==> src/rtl/ccnd_pkg.sv <==
`timescale 1ns / 1ps
// ----------------------------------------------------------------------------
// ccnd_pkg
// Types and constants shared by the crop / downscale / quantize block.
// ----------------------------------------------------------------------------
package ccnd_pkg;

    localparam int CFG_DATA_W  = 26;
    localparam int CFG_IDX_W   = 3;
    localparam int DIM_W       = 10;
    localparam int SCALE_W     = 26;
    localparam int PIX_W       = 24;
    localparam int OUT_COORD_W = 10;
    localparam int FRAC_BITS   = 16;

    typedef enum logic [CFG_IDX_W-1:0] {
        REG_SRC_WIDTH,
        REG_SRC_HEIGHT,
        REG_DST_WIDTH,
        REG_DST_HEIGHT,
        REG_SCALE_X,
        REG_SCALE_Y,
        REG_INPUT_FORMAT
    } cfg_reg_t;

    typedef enum logic {
        FMT_RGB888,
        FMT_RGB565
    } pix_fmt_t;

    localparam logic [DIM_W-1:0]   RST_SRC_WIDTH  = 10'd320;
    localparam logic [DIM_W-1:0]   RST_SRC_HEIGHT = 10'd240;
    localparam logic [DIM_W-1:0]   RST_DST_WIDTH  = 10'd224;
    localparam logic [DIM_W-1:0]   RST_DST_HEIGHT = 10'd224;
    localparam logic [SCALE_W-1:0] RST_SCALE      = 26'd70217;

    localparam logic [7:0] QUANT_FLIP = 8'h80;

    typedef struct packed {
        logic              start_of_frame;
        logic [PIX_W-1:0]  pixel_word;
    } in_beat_t;

    typedef struct packed {
        logic signed [7:0] red_q;
        logic signed [7:0] green_q;
        logic signed [7:0] blue_q;
        logic [15:0]       display_rgb565;
    } pix_q_t;

    typedef struct packed {
        logic signed [7:0]       red_q;
        logic signed [7:0]       green_q;
        logic signed [7:0]       blue_q;
        logic [15:0]             display_rgb565;
        logic [OUT_COORD_W-1:0]  out_col;
        logic [OUT_COORD_W-1:0]  out_row;
        logic                    frame_done;
    } out_beat_t;

endpackage

==> src/rtl/ccnd_pixel_fmt.sv <==
`timescale 1ns / 1ps
// ----------------------------------------------------------------------------
// ccnd_pixel_fmt
// Unpacks RGB888 or RGB565 into bytes, flips to int8 and repacks RGB565.
// ----------------------------------------------------------------------------
module ccnd_pixel_fmt (
    input  logic [ccnd_pkg::PIX_W-1:0] pixel_word,
    input  ccnd_pkg::pix_fmt_t         fmt,
    output ccnd_pkg::pix_q_t           pix
);

    logic [7:0] r;
    logic [7:0] g;
    logic [7:0] b;

    always_comb
    begin
        if (fmt == ccnd_pkg::FMT_RGB565)
        begin
            r = {pixel_word[15:11], 3'b000};
            g = {pixel_word[10:5], 2'b00};
            b = {pixel_word[4:0], 3'b000};
        end
        else
        begin
            r = pixel_word[23:16];
            g = pixel_word[15:8];
            b = pixel_word[7:0];
        end
    end

    always_comb
    begin
        pix.red_q          = signed'(r ^ ccnd_pkg::QUANT_FLIP);
        pix.green_q        = signed'(g ^ ccnd_pkg::QUANT_FLIP);
        pix.blue_q         = signed'(b ^ ccnd_pkg::QUANT_FLIP);
        pix.display_rgb565 = {r[7:3], g[7:2], b[7:3]};
    end

endmodule

==> src/rtl/center_crop_nn_downscale_quant.sv <==
`timescale 1ns / 1ps
// ----------------------------------------------------------------------------
// center_crop_nn_downscale_quant
// Center-crops the largest square of a raster pixel stream, downsamples it
// by nearest neighbor and emits int8 channels plus an RGB565 display word.
// ----------------------------------------------------------------------------
// Usage:
//   in_valid/in_ready carry one source pixel per beat in raster order;
//   start_of_frame on the first pixel restarts all position tracking.
//   out_valid/out_ready carry one beat per kept pixel, with its output
//   column/row and frame_done on the last pixel of the output frame.
//   Source pixels outside the sampled grid produce no output beat.
//   cfg_write/cfg_index/cfg_data write the geometry, Q16 steps and input
//   format; write only while the block is idle.
// Timing:
//   One pixel per cycle sustained while the output is not stalled. A beat
//   accepted into the input register is evaluated there and its result is
//   registered into the output register. The per-pixel position update loop
//   (target add, clamp, compare, Q16 accumulate) sets that rate.
// Reset:
//   Registers return to 320x240 in, 224x224 out, step 70217, RGB888;
//   positions clear and both channels come up empty.
// Backpressure:
//   A stalled output holds its beat; one more input beat is taken into the
//   input register, after which in_ready drops until the output drains.
// ----------------------------------------------------------------------------
module center_crop_nn_downscale_quant #(
    parameter int COORD_BITS = 10
) (
    input  logic                               clk,
    input  logic                               rst_n,
    input  logic                               in_valid,
    output logic                               in_ready,
    input  ccnd_pkg::in_beat_t                 in_beat,
    output logic                               out_valid,
    input  logic                               out_ready,
    output ccnd_pkg::out_beat_t                out_beat,
    input  logic                               cfg_write,
    input  logic [ccnd_pkg::CFG_IDX_W-1:0]     cfg_index,
    input  logic [ccnd_pkg::CFG_DATA_W-1:0]    cfg_data
);

    localparam int DW    = ccnd_pkg::DIM_W;
    localparam int CB    = COORD_BITS;
    localparam int ACC_W = COORD_BITS + ccnd_pkg::FRAC_BITS;
    localparam int CW    = ((CB > DW) ? CB : DW) + 1;
    localparam int SUM_W = ((ACC_W > ccnd_pkg::SCALE_W) ? ACC_W : ccnd_pkg::SCALE_W) + 1;

    // configuration
    logic [DW-1:0]                    src_width_reg;
    logic [DW-1:0]                    src_height_reg;
    logic [DW-1:0]                    dst_width_reg;
    logic [DW-1:0]                    dst_height_reg;
    logic [ccnd_pkg::SCALE_W-1:0]     scale_x_reg;
    logic [ccnd_pkg::SCALE_W-1:0]     scale_y_reg;
    ccnd_pkg::pix_fmt_t               input_format_reg;

    // derived geometry
    logic [DW-1:0] sw_c, sh_c, crop_c;
    logic [DW-1:0] sw_reg, x0_reg, y0_reg, swm1_reg, shm1_reg;

    // input stage
    logic               s1_valid_reg;
    ccnd_pkg::in_beat_t s1_beat_reg;
    logic               s1_adv;

    // position state
    logic [CB-1:0]    source_col_reg, source_col_next;
    logic [CB-1:0]    source_row_reg, source_row_next;
    logic [CB-1:0]    next_out_col_reg, next_out_col_next;
    logic [CB-1:0]    next_out_row_reg, next_out_row_next;
    logic [ACC_W-1:0] col_accum_reg, col_accum_next;
    logic [ACC_W-1:0] row_accum_reg, row_accum_next;

    logic [CB-1:0]    sc0, sr0, noc0, nor0;
    logic [ACC_W-1:0] cacc0, racc0;
    logic [CW-1:0]    tx_sum, ty_sum, tx, ty;
    logic [CB:0]      noc_inc, nor_inc;
    logic [CB-1:0]    sc_inc;
    logic             keep;
    logic             frame_done_c;
    logic [CW-1:0]    col_wide, row_wide;

    ccnd_pkg::pix_q_t    pix;
    logic                out_valid_reg, out_valid_next;
    ccnd_pkg::out_beat_t out_beat_reg, out_beat_next;

    function automatic logic [ACC_W-1:0] sat_add(
        input logic [ACC_W-1:0]             a,
        input logic [ccnd_pkg::SCALE_W-1:0] b
    );
        logic [SUM_W-1:0] s;
        s = SUM_W'(a) + SUM_W'(b);
        if (s > SUM_W'({ACC_W{1'b1}}))
            return {ACC_W{1'b1}};
        else
            return s[ACC_W-1:0];
    endfunction

    // ---------------- configuration port
    always_ff @(posedge clk or negedge rst_n)
    begin
        if (!rst_n)
        begin
            src_width_reg    <= ccnd_pkg::RST_SRC_WIDTH;
            src_height_reg   <= ccnd_pkg::RST_SRC_HEIGHT;
            dst_width_reg    <= ccnd_pkg::RST_DST_WIDTH;
            dst_height_reg   <= ccnd_pkg::RST_DST_HEIGHT;
            scale_x_reg      <= ccnd_pkg::RST_SCALE;
            scale_y_reg      <= ccnd_pkg::RST_SCALE;
            input_format_reg <= ccnd_pkg::FMT_RGB888;
        end
        else if (cfg_write)
        begin
            case (cfg_index)
                ccnd_pkg::REG_SRC_WIDTH:    src_width_reg    <= cfg_data[DW-1:0];
                ccnd_pkg::REG_SRC_HEIGHT:   src_height_reg   <= cfg_data[DW-1:0];
                ccnd_pkg::REG_DST_WIDTH:    dst_width_reg    <= cfg_data[DW-1:0];
                ccnd_pkg::REG_DST_HEIGHT:   dst_height_reg   <= cfg_data[DW-1:0];
                ccnd_pkg::REG_SCALE_X:      scale_x_reg      <= cfg_data;
                ccnd_pkg::REG_SCALE_Y:      scale_y_reg      <= cfg_data;
                ccnd_pkg::REG_INPUT_FORMAT:
                    input_format_reg <= ccnd_pkg::pix_fmt_t'(cfg_data[0]);
                default: ;
            endcase
        end
    end

    // zero size counts as one; crop offset is half the excess
    always_comb
    begin
        sw_c   = (src_width_reg == '0) ? DW'(1) : src_width_reg;
        sh_c   = (src_height_reg == '0) ? DW'(1) : src_height_reg;
        crop_c = (sw_c < sh_c) ? sw_c : sh_c;
    end

    always_ff @(posedge clk)
    begin
        sw_reg   <= sw_c;
        x0_reg   <= (sw_c - crop_c) >> 1;
        y0_reg   <= (sh_c - crop_c) >> 1;
        swm1_reg <= sw_c - DW'(1);
        shm1_reg <= sh_c - DW'(1);
    end

    // ---------------- input register
    assign s1_adv   = s1_valid_reg && (!out_valid_reg || out_ready);
    assign in_ready = !s1_valid_reg || !out_valid_reg || out_ready;

    always_ff @(posedge clk or negedge rst_n)
    begin
        if (!rst_n)
            s1_valid_reg <= 1'b0;
        else if (in_ready)
            s1_valid_reg <= in_valid;
    end

    always_ff @(posedge clk)
    begin
        if (in_ready && in_valid)
            s1_beat_reg <= in_beat;
    end

    // ---------------- keep decision and position update
    always_comb
    begin
        if (s1_beat_reg.start_of_frame)
        begin
            sc0   = '0;
            sr0   = '0;
            noc0  = '0;
            nor0  = '0;
            cacc0 = '0;
            racc0 = '0;
        end
        else
        begin
            sc0   = source_col_reg;
            sr0   = source_row_reg;
            noc0  = next_out_col_reg;
            nor0  = next_out_row_reg;
            cacc0 = col_accum_reg;
            racc0 = row_accum_reg;
        end

        tx_sum = CW'(x0_reg) + CW'(cacc0[ACC_W-1:ccnd_pkg::FRAC_BITS]);
        ty_sum = CW'(y0_reg) + CW'(racc0[ACC_W-1:ccnd_pkg::FRAC_BITS]);
        tx     = (tx_sum > CW'(swm1_reg)) ? CW'(swm1_reg) : tx_sum;
        ty     = (ty_sum > CW'(shm1_reg)) ? CW'(shm1_reg) : ty_sum;

        keep = (CW'(nor0) < CW'(dst_height_reg)) && (CW'(noc0) < CW'(dst_width_reg)) &&
               (CW'(sr0) >= ty) && (CW'(sc0) >= tx);

        noc_inc      = (CB+1)'(noc0) + (CB+1)'(1);
        nor_inc      = (CB+1)'(nor0) + (CB+1)'(1);
        frame_done_c = (CW'(noc_inc) == CW'(dst_width_reg)) &&
                       (CW'(nor_inc) == CW'(dst_height_reg));

        next_out_col_next = noc0;
        next_out_row_next = nor0;
        col_accum_next    = cacc0;
        row_accum_next    = racc0;
        if (keep)
        begin
            if (CW'(noc_inc[CB-1:0]) >= CW'(dst_width_reg))
            begin
                next_out_col_next = '0;
                col_accum_next    = '0;
                next_out_row_next = nor_inc[CB-1:0];
                row_accum_next    = sat_add(racc0, scale_y_reg);
            end
            else
            begin
                next_out_col_next = noc_inc[CB-1:0];
                col_accum_next    = sat_add(cacc0, scale_x_reg);
            end
        end

        // column wraps at the source width, row holds at its top value
        sc_inc          = sc0 + CB'(1);
        source_col_next = sc_inc;
        source_row_next = sr0;
        if ((CW'(sc_inc) >= CW'(sw_reg)) || (sc_inc == '0))
        begin
            source_col_next = '0;
            if (sr0 != {CB{1'b1}})
                source_row_next = sr0 + CB'(1);
        end
    end

    always_ff @(posedge clk or negedge rst_n)
    begin
        if (!rst_n)
        begin
            source_col_reg   <= '0;
            source_row_reg   <= '0;
            next_out_col_reg <= '0;
            next_out_row_reg <= '0;
            col_accum_reg    <= '0;
            row_accum_reg    <= '0;
        end
        else if (s1_adv)
        begin
            source_col_reg   <= source_col_next;
            source_row_reg   <= source_row_next;
            next_out_col_reg <= next_out_col_next;
            next_out_row_reg <= next_out_row_next;
            col_accum_reg    <= col_accum_next;
            row_accum_reg    <= row_accum_next;
        end
    end

    // ---------------- pixel conversion and output register
    ccnd_pixel_fmt u_pixel_fmt (
        .pixel_word (s1_beat_reg.pixel_word),
        .fmt        (input_format_reg),
        .pix        (pix)
    );

    always_comb
    begin
        col_wide                     = CW'(noc0);
        row_wide                     = CW'(nor0);
        out_beat_next.red_q          = pix.red_q;
        out_beat_next.green_q        = pix.green_q;
        out_beat_next.blue_q         = pix.blue_q;
        out_beat_next.display_rgb565 = pix.display_rgb565;
        out_beat_next.out_col        = col_wide[ccnd_pkg::OUT_COORD_W-1:0];
        out_beat_next.out_row        = row_wide[ccnd_pkg::OUT_COORD_W-1:0];
        out_beat_next.frame_done     = frame_done_c;
    end

    always_comb
    begin
        if (s1_adv)
            out_valid_next = keep;
        else
            out_valid_next = out_valid_reg && !out_ready;
    end

    always_ff @(posedge clk or negedge rst_n)
    begin
        if (!rst_n)
            out_valid_reg <= 1'b0;
        else
            out_valid_reg <= out_valid_next;
    end

    always_ff @(posedge clk)
    begin
        if (s1_adv && keep)
            out_beat_reg <= out_beat_next;
    end

    assign out_valid = out_valid_reg;
    assign out_beat  = out_beat_reg;

    // ---------------- assertions
    a_s1_hold: assert property (@(posedge clk) disable iff (!rst_n)
        s1_valid_reg && !s1_adv |=> s1_valid_reg && $stable(s1_beat_reg))
        else $error("input stage lost or changed a stalled beat");

    a_col_range: assert property (@(posedge clk) disable iff (!rst_n)
        out_valid_reg |-> (CW'(out_beat_reg.out_col) < CW'(dst_width_reg)))
        else $error("output column beyond destination width");

    a_done_pos: assert property (@(posedge clk) disable iff (!rst_n)
        out_valid_reg && out_beat_reg.frame_done |->
            (CW'(out_beat_reg.out_col) + CW'(1) == CW'(dst_width_reg)))
        else $error("frame_done off the last output column");

endmodule

==> config.mk <==
export PLATFORM = sky130hd
export DESIGN_NAME = center_crop_nn_downscale_quant
export DESIGN_NICKNAME = d
export VERILOG_FILES = /design/src/rtl/ccnd_pkg.sv /design/src/rtl/ccnd_pixel_fmt.sv /design/src/rtl/center_crop_nn_downscale_quant.sv
export SDC_FILE = /design/constraint.sdc
export NUM_CORES = 1
export LEC_CHECK = 0
export BUFFER_PORTS_ARGS = -buffer_cell sky130_fd_sc_hd__buf_2
export CAP_MARGIN = 40
export CELL_PAD_IN_SITES_DETAIL_PLACEMENT = 1
export CELL_PAD_IN_SITES_GLOBAL_PLACEMENT = 2
export CORE_MARGIN = 5
export CORE_UTILIZATION = 25
export CTS_CLUSTER_SIZE = 10
export DETAILED_ROUTE_END_ITERATION = 10
export PLACE_DENSITY_LB_ADDON = 0.1
export SYNTH_ARGS = -nofsm -noshare
export SYNTH_HDL_FRONTEND = slang
export SYNTH_HIERARCHICAL = 1
export SYNTH_SLANG_ARGS = --single-unit
==> constraint.sdc <==
create_clock -name clk -period 23.8 [get_ports clk]
set_input_delay 2.38 -clock clk [delete_from_list [all_inputs] [get_ports clk]]
set_output_delay 2.38 -clock clk [all_outputs]
set_load 0.005 [all_outputs]
After elaboration in Yosys (flattened, before gate mapping)
Cells that the tools add are included.
{"block": "totals", "ram_bits": 0, "inputBits": 59, "reg_bits": 321, "n_memories": 0, "mem_bits_ro": 0, "word_cells": 121, "output_inout_bits": 63, "latch_bits": 0}
{"block": "op_classes", "bitwise": 3, "n_div": 0, "n_shift": 0, "reduce_logical": 26, "add_sub_neg": 12, "n_eq_ne": 9, "multipliers": 0, "n_mux": 28, "magnitude_cmp": 11}
{"operator": "$mux 26", "n": 8}
{"operator": "$mux 10", "n": 14}
{"operator": "$add 26x26->27", "n": 2}
{"operator": "$gt 27x26->1 const B", "n": 2}
{"operator": "$logic_not 10->1", "n": 3}
{"operator": "$lt 10x10->1", "n": 3}
{"operator": "$mux 8", "n": 3}
{"operator": "$add 10x1->11 const B", "n": 2}
{"operator": "$add 9x10->11", "n": 2}
{"operator": "$eq 11x10->1", "n": 2}
{"operator": "$ge 10x11->1", "n": 2}
{"operator": "$gt 11x10->1", "n": 2}
{"operator": "$mux 11", "n": 2}
{"operator": "$add 10x1->10 const B", "n": 2}
{"operator": "$ge 10x10->1", "n": 2}
{"operator": "$sub 10x1->10 const B", "n": 2}
{"operator": "$sub 10x10->10", "n": 2}
{"operator": "$reduce_and 2->1", "n": 7}
{"operator": "$ne 10x10->1 const B", "n": 1}
{"operator": "$eq 3x3->1 const B", "n": 3}
{"operator": "$logic_and 1x1->1", "n": 8}
{"operator": "$eq 3x2->1 const B", "n": 2}
{"operator": "$logic_or 1x1->1", "n": 4}
{"operator": "$eq 3x1->1 const B", "n": 1}
{"operator": "4 further kinds", "n": 8}

Logic depth before layout (Yosys ltp)
{"block": "logic_depth", "word_depth": 8, "mapped_depth": 39, "ltp_nobuf": 30}

Hierarchy
The synthesis kept the hierarchy.
{"mod": "center_crop_nn_downscale_quant", "area_per_inst_um2": 19486.2, "instances": 1, "cells_per_inst": 1988, "seq_area_each_um2": 8252.9}
{"mod": "ccnd_pixel_fmt", "area_per_inst_um2": 430.4, "instances": 1, "cells_per_inst": 43, "seq_area_each_um2": 0.0}

Worst setup path after synthesis
No wires, ideal clock.
{"block": "synth_timing", "path_type": "reg-to-reg", "from": "register s1_beat_reg[24] (netlist name)", "to": "register row_accum_reg[25]", "path_stages_with_launch": 39, "period_less_slack_ns": 8.864, "required_ns": 23.731, "arrival_time_ns": 8.795, "path_buffers": 9, "setup_time_ns": 0.069, "setup_slack_ns": 14.936, "cell_sequence": "edfxtp_1 -> buf_4 -> buf_4 -> buf_2 -> clkbuf_1 -> clkbuf_1 -> buf_1 -> clkbuf_1 -> nor2b_1 -> ha_1 -> ha_1 -> or2_1 -> maj3_2 -> a21oi_2 -> maj3_1 -> nand2b_2 -> nand2_1 -> xor2_1 -> [... 3 more ...] -> o21ai_0 -> a31oi_1 -> o21ai_0 -> a31oi_1 -> buf_6 -> mux2_1 -> ha_1 -> a31oi_1 -> a21boi_0 -> o211ai_1 -> a211oi_1 -> and2_1 -> buf_2 -> nand2_1 -> inv_1 -> nand2_1 -> or4_1 -> nand3_1"}
{"block": "synth_between", "elab_chain_cells": 8, "word_cells_on_any_way": 26, "classes_between": "4 x add/sub; 8 x order compare; 11 x mux; 3 x reduce/logical"}
{"element": "start, declared", "line_no": "center_crop_nn_downscale_quant.sv:64", "source": "ccnd_pkg::in_beat_t s1_beat_reg;"}
{"element": "start signal, assigned", "line_no": "center_crop_nn_downscale_quant.sv:161", "source": "s1_beat_reg <= in_beat;"}
{"element": "$mux 26", "line_no": "center_crop_nn_downscale_quant.sv:167", "source": "if (s1_beat_reg.start_of_frame)"}
{"element": "$add 9x10->11", "line_no": "center_crop_nn_downscale_quant.sv:187", "source": "ty_sum = CW'(y0_reg) + CW'(racc0[ACC_W-1:ccnd_pkg::FRAC_BITS]);"}
{"element": "$gt 11x10->1", "line_no": "center_crop_nn_downscale_quant.sv:189", "source": "ty = (ty_sum > CW'(shm1_reg)) ? CW'(shm1_reg) : ty_sum;"}
{"element": "$mux 11", "line_no": "center_crop_nn_downscale_quant.sv:189"}
{"element": "$ge 10x11->1", "line_no": "center_crop_nn_downscale_quant.sv:192", "source": "(CW'(sr0) >= ty) && (CW'(sc0) >= tx);"}
{"element": "$logic_and 1x1->1", "line_no": "center_crop_nn_downscale_quant.sv:191", "source": "keep = (CW'(nor0) < CW'(dst_height_reg)) && (CW'(noc0) < CW'(dst_width_reg)) &&"}
{"element": "$logic_and 1x1->1", "line_no": "center_crop_nn_downscale_quant.sv:192"}
{"element": "$mux 26 (*)", "line_no": "center_crop_nn_downscale_quant.sv:203", "source": "if (keep)"}
{"element": "end signal, assigned", "line_no": "center_crop_nn_downscale_quant.sv:249", "source": "row_accum_reg <= row_accum_next;"}
{"element": "end, declared", "line_no": "center_crop_nn_downscale_quant.sv:73", "source": "logic [ACC_W-1:0] row_accum_reg, row_accum_next;"}
Mark *: on every way between the ends. The rest lies on a longest branch, timed or not.
A chain may end at the register's enable or synchronous reset.

Worst setup path in the final report
Same ends and word-level chain as after synthesis.

==> out/qor.log <==
[grt] vias in the first global route 16515
[sta] number of endpoints failing setup at the final stage 0
[sta] unrepaired setup endpoints after global routing no
[outcome] run status finished clean
[min_path] number of instances on the worst hold path 2
[grt] first-pass GRT wire length 106000 um
[grt] total global routing track utilization 16.0%
[yosys] leading area contributor after synthesis sky130_fd_sc_hd__dfrtp_1
[yosys] share of the yosys chip area belonging to registers 41.4%
[yosys] area share of the leading cell type in the synthesized netlist 20.5%
[worst_setup_path] CP Data Arrival Time 8.90 ns
[route] first-pass detailed-route iteration total 4
[yosys] XOR/XNOR Fraction of Synth Area 5.58%
[worst_setup_path] worst reg2reg path endpoint row_accum_reg[25]
[layout] fraction of layout instances using a drive strength above 1 16.3%
[die] die area 0.0854 sq mm
[sta] Worst Clk Skew 0.0223 ns
[layout] utilization after layout 29.2%
[route] antenna-violating nets left 0
[min_path] Hold Path Sink col_accum_reg[4]
[die] # IOs 122
[route] via density per instance 4.77
[yosys] Synth Register Bits 321
[place] final weighted congestion of routability-driven global placement 0.780
[place] count of input and output buffers 121
[clock_tree] clock slew at reported path FFs 0.06 ns
[power] NetSw 726 uW
[min_path] class of the tightest hold or removal check flip-flop to flip-flop
[route] number of DRC violations after detailed-routing iteration 0 573
[min_path] startpoint of the tightest hold check path col_accum_reg[4]
[clock_tree] worst skew pair latency 0.59 ns
[die] width of the chip 292 um
[power] switch share 35.9%
[grt] antenna violations before repair 4
[sta] summed negative setup slack over all endpoints 0 ns
[clock_tree] H-tree depth 2
[yosys] top post-synthesis cells by area sky130_fd_sc_hd__dfrtp_1, sky130_fd_sc_hd__edfxtp_1, sky130_fd_sc_hd__ha_1
[yosys] Post-Synth Adder-Cell Area 11.5%
[worst_setup_path] maximum fanout along the worst path 134
[clock_tree] cells resized by post-CTS repair 0
[sta] fin crit period 8.39 ns
[worst_setup_path] Worst R2R Start s1_beat_reg[24]
[worst_setup_path] Worst Reg-to-Reg Cells 33
[die] Starting Density 25.2%
[yosys] dominant combinational cell family by area after synthesis compound AO/OA/AOI/OAI gates
[clock_tree] Sink Count 321
[layout] Post-layout nets 2347
[die] Die Height 292 um
[worst_setup_path] required time reported for the critical path endpoint 24.32 ns
[yosys] Synth Cell Area 0.0199 sq mm
[yosys] Distinct cells, synth 91
[layout] number of inserted filler cells in the final layout 8982
[power] static leakage 10.4 nW
[yosys] Synth Area per Inst 9.81 sq um
[die] row cnt 103
[layout] number of flip-flops in the largest register 61
[yosys] area share of and/or/nand/nor cells after synthesis 14.8%
[route] vias after detailed routing 15264
[place] half-perimeter wire length of the detailed placement result 51700 um
[worst_setup_path] critical path endpoint category flip-flop
[clock_tree] clock root buffer master sky130_fd_sc_hd__clkbuf_16
[grt] largest net degree at the start of global routing 135
[route] DRC violation count after routing 0
[worst_setup_path] kind of start point of the critical path flip-flop
[clock_tree] clock tree from TritonCTS built
[die] placeable core region 0.0790 sq mm
[yosys] fraction of synthesis flops using an asynchronous set or reset pin 58.3%
[power] power density over the cells 87.8 mW/mm^2
[sta] pins over their slew limit 0
[job] MaxCap Viol Count 0
[clock_tree] maximum clock path buffer count 3
[route] total detailed-routing wirelength 69500 um
[worst_setup_path] Worst path max stage delay 0.65 ns
[yosys] Post-synth top cells sky130_fd_sc_hd__nand2_1, sky130_fd_sc_hd__ha_1, sky130_fd_sc_hd__dfrtp_1
[yosys] total number of yosys warnings 6
[grt] overall overflow remaining after global route 0
[power] fraction of power consumed by the clock network 32.1%
[power] Reg power frac 35.8%
[yosys] Mapped Cells 2031
[yosys] commonest register cell after synthesis sky130_fd_sc_hd__dfrtp_1
[worst_setup_path] WS Path Type flip-flop to flip-flop
[sta] maximum clock frequency 119 MHz
[sta] fin crit share 35.2%
[worst_setup_path] worst reg-to-reg setup slack 15.41 ns
[layout] area delta synth->final 15.8%
[yosys] synthesized netlist net count 2265
[sta] Worst Max-Slew Pin Slew 0.866 ns
[worst_setup_path] worst-path cell with the longest stage delay sky130_fd_sc_hd__nor2b_1
[sta] Hold Violations, Final 0
[yosys] most instantiated library cell after synthesis sky130_fd_sc_hd__nand2_1
[power] total internal power 1.30 mW
[clock_tree] cts hold-fix bufs 0
[power] IR drop worst, VDD 0.0000475 V
[sta] Worst slew margin 42.3%
[clock_tree] CTS buffer count 44
[power] combinational share of power 32.1%
[yosys] share of synthesized area spent on multiplexers 6.71%
[yosys] compound-gate portion of the synthesized area 15.3%
[route] final routed wire length divided by cell count 21.7 um
[yosys] Post-synth EDFFs 86
[clock_tree] Post CTS Setup Buffer Count 0
==> worst max-delay path by stage <==
stage                    startpoint                end  slack (ns)  depth (start not counted)
floorplan           s1_beat_reg[24]  row_accum_reg[25]       14.94                         38
global placement    s1_beat_reg[24]  row_accum_reg[25]       15.47                         30
detailed placement  s1_beat_reg[24]  row_accum_reg[25]       15.39                         33
CTS                 s1_beat_reg[24]  row_accum_reg[25]       15.32                         33
global route        s1_beat_reg[24]  row_accum_reg[25]       14.64                         33
finish              s1_beat_reg[24]  row_accum_reg[25]       15.41                         33
==> power by group through the flow <==
stage / logic [mW] / registers, mW / clock network (mW)
after global routing: 0.735 / 0.735 / 0.698
final: 0.650 / 0.725 / 0.649
after CTS: 0.666 / 0.727 / 0.678
after global placement: 0.644 / 0.738 / 0
after floorplan: 0.482 / 0.690 / 0
after detailed placement: 0.662 / 0.737 / 0
==> metal layers <==
layer / up-vias / GRT usage (%) / wire length (um) / share of wire [%]
met1: 7611 / 22.2 / 33400 / 48
met3: 78 / 2.32 / 2430 / 3.5
met5: - / 0 / 0 / 0
met2: 185 / 26.7 / 32300 / 46
met4: 0 / 3.42 / 1420 / 2.0
li1: 7390 / - / - / -
==> kinds of logic (layout without fill, tap and decap cells) <==
kind of cell | count (synthesis) | after routing
other | 0 | 3
AO/OA/AOI/OAI | 465 | 465
adder cells (fa/ha/maj) | 181 | 181
XOR/XNOR | 127 | 127
AND/OR/NAND/NOR | 599 | 599
multiplexers | 119 | 119
flip-flops | 321 | 321
buffers and inverters | 219 | 337
==> area by class of cell <==
cell class	instances	area (sq um)	area share (%)
diodes	3	7.51	0.0325
clock buffers	63	1220	5.30
clock inverters	19	180	0.781
inverters	109	409	1.77
multi-input cells	1491	10800	46.7
flip-flops and latches	321	8250	35.8
well taps	1050	1310	5.70
repair buffers	146	915	3.97
==> worst max-delay path, delay by kind of cell (launching register included) <==
family | cells | cell delay (ns)
XOR/XNOR | 2 | 0.35
buffers and inverters | 4 | 1.22
AO/OA/AOI/OAI | 11 | 1.83
AND/OR/NAND/NOR | 10 | 2.75
adder cells (fa/ha/maj) | 5 | 1.24
multiplexers | 1 | 0.36
flip-flops | 1 | 0.41
==> cell usage in the layout (no fill, tap or decap), types with 9 or more instances in the layout <==
cell type / count
sky130_fd_sc_hd__edfxtp_1: 86
sky130_fd_sc_hd__mux2_4: 9
sky130_fd_sc_hd__o211ai_1: 15
sky130_fd_sc_hd__o22ai_1: 9
sky130_fd_sc_hd__clkbuf_1: 14
sky130_fd_sc_hd__nor2_1: 93
sky130_fd_sc_hd__clkbuf_16: 44
sky130_fd_sc_hd__mux2_2: 78
sky130_fd_sc_hd__xnor2_1: 76
sky130_fd_sc_hd__inv_1: 108
sky130_fd_sc_hd__o21ai_0: 114
sky130_fd_sc_hd__ha_1: 171
sky130_fd_sc_hd__mux2i_1: 30
sky130_fd_sc_hd__a21o_1: 49
sky130_fd_sc_hd__a21oi_1: 94
sky130_fd_sc_hd__nor2b_1: 109
sky130_fd_sc_hd__nor3_1: 31
sky130_fd_sc_hd__buf_4: 19
sky130_fd_sc_hd__dfstp_2: 24
sky130_fd_sc_hd__o21ai_1: 24
sky130_fd_sc_hd__a31oi_1: 15
sky130_fd_sc_hd__nand3_1: 38
sky130_fd_sc_hd__dfxtp_1: 48
sky130_fd_sc_hd__nand4_1: 17
sky130_fd_sc_hd__dfrtp_1: 163
sky130_fd_sc_hd__buf_2: 120
sky130_fd_sc_hd__nand2b_1: 20
sky130_fd_sc_hd__nand2_1: 212
sky130_fd_sc_hd__o21a_1: 22
sky130_fd_sc_hd__o31ai_1: 15
sky130_fd_sc_hd__xor2_1: 51
sky130_fd_sc_hd__and3_1: 23
sky130_fd_sc_hd__a22o_1: 13
==> stage by stage <==
| stage | hold WS, ns | setup WS, ns | power (mW) | cells | area, sq um |
|---|---|---|---|---|---|
| floorplan | 0.431 | 14.94 | 1.17 | 2031 | 19900 |
| global placement | 0.441 | 15.47 | 1.38 | 3109 | 21500 |
| detailed placement | 0.449 | 15.39 | 1.40 | 3117 | 21700 |
| CTS | 0.461 | 15.32 | 2.07 | 3199 | 23100 |
| global route | 0.478 | 14.64 | 2.17 | 3199 | 23100 |
| finish | 0.455 | 15.41 | 2.02 | 3202 | 23100 |
Note: power is estimated with default switching activity, not from simulation.
